### config.mk
export PLATFORM = sky130hd
export DESIGN_NAME = whdp_ctrl
export DESIGN_NICKNAME = d
export VERILOG_FILES = /design/src/design/whdp_pkg.sv /design/src/design/whdp_ctrl.sv
export SDC_FILE = /design/constraint.sdc
export NUM_CORES = 1
export LEC_CHECK = 0
export BUFFER_PORTS_ARGS = -buffer_cell sky130_fd_sc_hd__buf_2
export CORE_AREA = 3 3 40 42
export CTS_BUF_LIST = sky130_fd_sc_hd__clkbuf_16
export DETAILED_ROUTE_END_ITERATION = 8
export DIE_AREA = 0 0 43 45
export GPL_TIMING_DRIVEN = 0
export PLACE_DENSITY = 0.65
export RECOVER_POWER = 100
export SETUP_SLACK_MARGIN = 0.15
export SLEW_MARGIN = 20
export SYNTH_ARGS = -nofsm -noshare
export SYNTH_HDL_FRONTEND = slang
export SYNTH_SLANG_ARGS = --single-unit
### constraint.sdc
create_clock -name clk -period 4 [get_ports clk]
set_input_delay 0 -clock clk [delete_from_list [all_inputs] [get_ports clk]]
set_output_delay 0 -clock clk [all_outputs]
set_load 0.02 [all_outputs]
### src/design/whdp_pkg.sv
// Package for the RIFF/WAVE header duration parser.
// Holds the channel payload types, the controller/datapath link types and constants.
// No dependencies.
`timescale 1ns / 1ps
package whdp_pkg;

  typedef struct packed {
    logic [7:0] data_byte;
    logic       last_byte;
  } whdp_in_t;

  typedef struct packed {
    logic        is_pcm;
    logic [41:0] duration_ms;
    logic [15:0] channel_count;
    logic [31:0] sample_rate;
    logic [15:0] sample_bits;
  } whdp_out_t;

  typedef struct packed {
    logic accept;
    logic mul_frame;
    logic mul_lo;
    logic mul_hi;
    logic div_step;
    logic vor_load;
    logic out_load;
    logic clear;
  } whdp_cmd_t;

  typedef struct packed {
    logic out_free;
    logic vor_ok;
  } whdp_stat_t;

  localparam logic [31:0] ID_FMT  = 32'h2074_6d66;
  localparam logic [31:0] ID_DATA = 32'h6174_6164;
  localparam logic [15:0] TAG_PCM = 16'h0001;
  localparam logic [15:0] TAG_EXT = 16'hfffe;
  localparam logic [15:0] TAG_VOR = 16'hffff;
  localparam logic [31:0] VOR_MIN_SIZE = 32'h0000_001c;
  localparam logic [41:0] MS_PER_SEC = 42'd1000;
  localparam int DIV_STEPS = 42;
  localparam logic [4:0] MIN_FILE_SIZE = 5'd20;

  function automatic logic [7:0] riff_mark(input logic [1:0] idx);
    unique case (idx)
      2'd0: riff_mark = 8'h52;
      2'd1: riff_mark = 8'h49;
      2'd2: riff_mark = 8'h46;
      default: riff_mark = 8'h46;
    endcase
  endfunction

  function automatic logic [7:0] wave_mark(input logic [1:0] idx);
    unique case (idx)
      2'd0: wave_mark = 8'h57;
      2'd1: wave_mark = 8'h41;
      2'd2: wave_mark = 8'h56;
      default: wave_mark = 8'h45;
    endcase
  endfunction

endpackage

### src/design/whdp_ctrl.sv
// Controller of the RIFF/WAVE header duration parser.
// Sequences byte intake, the duration multiplies, the serial divides and the result load.
// Depends on whdp_pkg.
`timescale 1ns / 1ps
module whdp_ctrl (
  input  logic                clk,
  input  logic                rst_n,
  input  logic                in_valid,
  input  logic                in_last,
  output logic                in_stall,
  input  whdp_pkg::whdp_stat_t stat,
  output whdp_pkg::whdp_cmd_t  cmd
);
  import whdp_pkg::*;

  localparam logic [2:0] S_IDLE = 3'd0;
  localparam logic [2:0] S_PM0  = 3'd1;
  localparam logic [2:0] S_PM1  = 3'd2;
  localparam logic [2:0] S_PM2  = 3'd3;
  localparam logic [2:0] S_PDIV = 3'd4;
  localparam logic [2:0] S_VCHK = 3'd5;
  localparam logic [2:0] S_VDIV = 3'd6;
  localparam logic [2:0] S_OUT  = 3'd7;

  logic [2:0] state_r, state_nxt;
  logic [5:0] cnt_r, cnt_nxt;
  logic       cnt_end;

  assign in_stall = (state_r != S_IDLE);
  assign cnt_end  = (cnt_r == 6'(DIV_STEPS - 1));

  always_comb begin
    state_nxt = state_r;
    cnt_nxt   = cnt_r;
    cmd       = '0;
    unique case (state_r)
      S_IDLE: begin
        if (in_valid) begin
          cmd.accept = 1'b1;
          if (in_last) begin
            state_nxt = S_PM0;
          end
        end
      end
      S_PM0: begin
        cmd.mul_frame = 1'b1;
        state_nxt = S_PM1;
      end
      S_PM1: begin
        cmd.mul_lo = 1'b1;
        state_nxt = S_PM2;
      end
      S_PM2: begin
        cmd.mul_hi = 1'b1;
        cnt_nxt = '0;
        state_nxt = S_PDIV;
      end
      S_PDIV: begin
        cmd.div_step = 1'b1;
        cnt_nxt = cnt_end ? 6'd0 : cnt_r + 6'd1;
        if (cnt_end) begin
          state_nxt = S_VCHK;
        end
      end
      S_VCHK: begin
        cnt_nxt = '0;
        if (stat.vor_ok) begin
          cmd.vor_load = 1'b1;
          state_nxt = S_VDIV;
        end else begin
          state_nxt = S_OUT;
        end
      end
      S_VDIV: begin
        cmd.div_step = 1'b1;
        cnt_nxt = cnt_end ? 6'd0 : cnt_r + 6'd1;
        if (cnt_end) begin
          state_nxt = S_OUT;
        end
      end
      S_OUT: begin
        if (stat.out_free) begin
          cmd.out_load = 1'b1;
          cmd.clear = 1'b1;
          state_nxt = S_IDLE;
        end
      end
      default: state_nxt = S_IDLE;
    endcase
  end

  always_ff @(posedge clk) begin
    if (!rst_n) begin
      state_r <= S_IDLE;
      cnt_r   <= '0;
    end else begin
      state_r <= state_nxt;
      cnt_r   <= cnt_nxt;
    end
  end

  a_last_starts_calc: assert property (@(posedge clk) disable iff (!rst_n)
    (in_valid && !in_stall && in_last) |=> (state_r == S_PM0))
    else $error("final byte did not start the duration computation");

  a_cnt_bound: assert property (@(posedge clk) disable iff (!rst_n)
    cnt_r < 6'(DIV_STEPS))
    else $error("divide step counter out of range");

  a_load_free: assert property (@(posedge clk) disable iff (!rst_n)
    cmd.out_load |-> stat.out_free)
    else $error("result loaded over an untaken result");

  a_div_in_state: assert property (@(posedge clk) disable iff (!rst_n)
    cmd.div_step |-> (state_r == S_PDIV || state_r == S_VDIV))
    else $error("divide step outside a divide state");

endmodule

======== Yosys cells after proc, flatten, opt, wreduce, memory -nomap -nowiden ========
Cells that the tools add are included.
word-level totals
  register bits ........................... 9
  word-level logic and storage cells ...... 41
operators by class
  reductions and logical operators ........ 6
  equality and inequality tests ........... 13
  muxes and demuxes ....................... 19
  add/sub/neg operators ................... 1
operators by type and width
  operator                                              number
  case mux 3 bit (8 select lines)                       1
  2-to-1 mux 3 bit                                      5
  equality test 3 bit (second input constant)           4
  case mux 6 bit (2 select lines)                       1
  inequality test 2 bit (second input constant)         5
  2-to-1 mux 1 bit                                      9
  adder 6 x 1 -> 6 bit (second input constant)          1
  equality test 3 x 2 -> 1 bit (second input constant)  2
  equality test 6 bit (second input constant)           1
  2-to-1 mux 6 bit                                      1
  AND reduction 5 bit                                   1
  2-to-1 mux 2 bit                                      2
  OR reduction 2 bit                                    2
  equality test 3 x 1 -> 1 bit (second input constant)  1
  zero test 3 bit                                       1
  nonzero test 3 bit                                    1
  nonzero test 2 bit                                    1

======== Logic depth before layout (Yosys ltp) ========
  depth after elaboration ................. 3
  mapped depth ............................ 7
  mapped depth without buffers ............ 6

======== Worst setup path after synthesis ========
No wires, ideal clock.
  kind .................................... register -> register
  from .................................... register state_r[0]
  to ...................................... register cnt_r[3]
  period minus slack after synthesis ...... 1,445 ps
  arrival time ............................ 1,386 ps
  required time ........................... 3,942 ps
  slack ................................... 2,555 ps
  buffers on the path ..................... 1
  stages on the path, launching flop included .. 6
  cell sequence ........................... dfxtp_1 nor2b_1 o21ai_1 buf_2 o211ai_1 o211a_1
between the ends
  longest elaborated chain between the ends .. 3
  elaborated cells on any way between the ends .. 8
  those cells by class .................... 4 x eq/ne; 1 x mux; 3 x reduce/logical
RTL lines
  element                                                                RTL line         RTL
  start: declaration                                                     whdp_ctrl.sv:25  logic [2:0] state_r, state_nxt;
  start signal: assignment                                               whdp_ctrl.sv:97  state_r <= state_nxt;
  equality test 3 bit or equality test 3 x 2 -> 1 bit (tied branches)    whdp_ctrl.sv:36  unique case (state_r)
  OR reduction 2 bit (no line)                                           n/a
  case mux 6 bit (2 select lines) or nonzero test 2 bit (tied branches)  n/a
  end signal: assignment                                                 whdp_ctrl.sv:98  cnt_r <= cnt_nxt;
  end: declaration                                                       whdp_ctrl.sv:26  logic [5:0] cnt_r, cnt_nxt;
Parallel ways exist; a longest one is shown, timed or not.
A chain may end at the register's enable or synchronous reset.

======== Worst setup path after layout ========
  from .................................... register cnt_r[0]
  to ...................................... register cnt_r[4]
between the ends
  longest elaborated chain between the ends .. 3
  elaborated cells on any way between the ends .. 4
  those cells by class .................... 1 x add/sub; 1 x eq/ne; 2 x mux
RTL lines
  element                                                      RTL line
  adder 6 x 1 -> 6 bit or equality test 6 bit (tied branches)  whdp_ctrl.sv:60, whdp_ctrl.sv:76, whdp_ctrl.sv:30
  2-to-1 mux 6 bit *                                           whdp_ctrl.sv:60, whdp_ctrl.sv:76
  case mux 6 bit (2 select lines) *                            whdp_ctrl.sv:36
Mark *: on every way between the ends. The rest lies on a longest branch, timed or not.

==> run metrics <==
outcome finished, final reports clean; Clk Latency, worst-skew pair 0.23 ns; postcts setup bufs 0; Final Setup Violations 0; TritonCTS clock tree done; Fmax achieved 562 MHz; post-DP HPWL 828 µm; dpl cells 95; Seq/Total Area, Yosys 32.8%; met1 Track Usage GR 15.7%; Root Buffer clkbuf_16; Overflow after GRT 0; vias in the first global route 455; Mapped Cells 66; YS warnings 0; met2 usage 21.0%; non-filler cells in the finished layout 99; sw frac 26.1%; Netlist cell types 29; EDFF count, synth 0; maximum VDD drop 494 µV; CP max FO 10; vias per std cell 5.37; CTS hold repair buffers 0; Crit path arrival time 1.90 ns; Worst Path Required 4.12 ns; Worst setup EP type flop; CP Launch Type flop; Final Cycle Share 44.5%; Pwr Total 334 µW; Slew headroom 71.4%; PD cells 476 mW/mm²; FP Rows 13; Setup TNS 0 ns; drc violations 0; Place WS 2.50 ns; Synthesized Nets 74; initial antenna violation count 0; M3 GR Usage 5.98%; RSZ-0062 raised after global routing no; Clock Skews 0.000430 ns; Die Footprint 0.00194 mm²; power share of the combinational group 17.8%; Routed WL 1140 µm; Routed Antenna Nets 0; WL/cell 11.5 µm; FF+latch count, synth 9; Max Buffers Root-to-Sink 2; Max Slew Vio Count 0; sequential power share 30.7%; Syn Std Cell Area 549 µm²; core area 0.00128 mm²; Chip Height 45 µm; largest net degree at the start of global routing 11; number of DRC markers in iteration 0 9; layout cells sized above 1 15.5%; final setup margin 2.22 ns; clock sinks 9; synthesis-to-finish area growth 27.8%; Leak 0.000313 µW; worst slew pin tran 0.426 ns; Clk pwr share 51.5%; # diodes 0; final hold vios 0; Buffers on Ports 14; post-CTS sizing 0; Main synth FF type dfxtp_1; nets@finish 93; Overall Global Routing Usage 13.2%; fin crit period 1.78 ns; num ports 15; clock slew at reported path FFs 0.04 ns; Crit Path Class reg2reg; Max-Cap Viols 0; first-pass GRT wire length 1880 µm; TritonCTS Buffers 3; GRT busiest layer met2; total number of vias 532; worst hold path type in2reg; sw power 87.2 µW; Final Wtd Congestion 0.759; FFs w/ async S/R, synth 0%; Pint 247 µW; number of detailed-route iterations in the first pass 4; Initial Util 42.7%; Die W 43 µm; htree depth 1; Syn Area/Cell 8.32 µm²
## cell usage in the layout, fill, tap and decap left out, types with 3 or more instances in the layout
cell       n
dfxtp_1    9
clkbuf_1   8
buf_2      8
nand2_1    5
nor2_1     5
inv_1      5
nor2b_1    4
o21ai_0    4
a21oi_1    3
clkbuf_16  3
## cell type report
type	instances	area [µm²]
Multi-Input combinational cell	50	332
Clock buffer	3	75.1
Sequential cell	9	180
Inverter	4	15.0
Clock inverter	1	3.75
Tap cell	15	18.8
Timing Repair Buffer	14	62.6
Fill cell	133	583
Buffer	3	15.0
## through the flow
step                util, %  hold WS (ns)  area (µm²)
floorplan                 -         0.122         549
global placement       49.7         0.292         638
detailed placement     49.7         0.319         638
CTS                    55.8        0.0783         717
global route           54.6        0.0981         702
finish                 54.6        0.0755         702
## synth_stat cells (3+ instances only)
cell type	count	area share (%)
nor2b_1	4	4.6
nor2_1	5	3.4
inv_1	4	2.7
nand2_1	5	3.4
dfxtp_1	9	33
and2_1	4	4.6
a21oi_1	3	2.7
o21ai_0	3	2.7
## power by group through the flow
stage                     logic [µW]  registers (µW)  clock network, µW
after floorplan                 44.1             103                  0
after global placement          61.1             104                  0
after detailed placement        62.1             104                  0
after CTS                       62.6             103                175
after global routing            66.4             104                180
final                           59.4             103                172
## worst paths after layout
path | start | to | slack, ns | depth (start not counted)
worst max-delay path | cnt_r[0] | cnt_r[4] | 2.22 | 6
worst min-delay path | stat[1] | state_r[1] | 0.08 | 3
worst max register to register | cnt_r[0] | cnt_r[4] | 2.22 | 6
worst min register to register | cnt_r[2] | cnt_r[2] | 0.57 | 1
## state kept, by name (all words and copies together), names as in the netlist
signal   cells
state_r      3
cnt_r        6
## critical path: stages, from the launching register on
cell	delay, ns
dfxtp_1	0.38
ha_1	0.17
nand4b_1	0.10
o21ai_0	0.27
clkbuf_1	0.38
a21oi_1	0.12
o31a_1	0.25
## kinds of logic (layout without fill, tap and decap cells)
logic type	after synthesis	after routing	share of synthesized area, %
AND/OR/NAND/NOR	29	29	30.3
AO/OA/AOI/OAI	16	16	21.4
flip-flops	9	9	32.8
buffers and inverters	7	25	5.92
adder cells (fa/ha/maj)	2	2	4.56
XOR/XNOR	2	2	3.19
multiplexers	1	1	1.82
## per-layer routing
layer	part of all wire, %	wire [µm]
met3	6.2	70
met2	47	538
met1	45	516
met4	0.88	10
met5	0	0
Power figures use the tool's default switching activity.
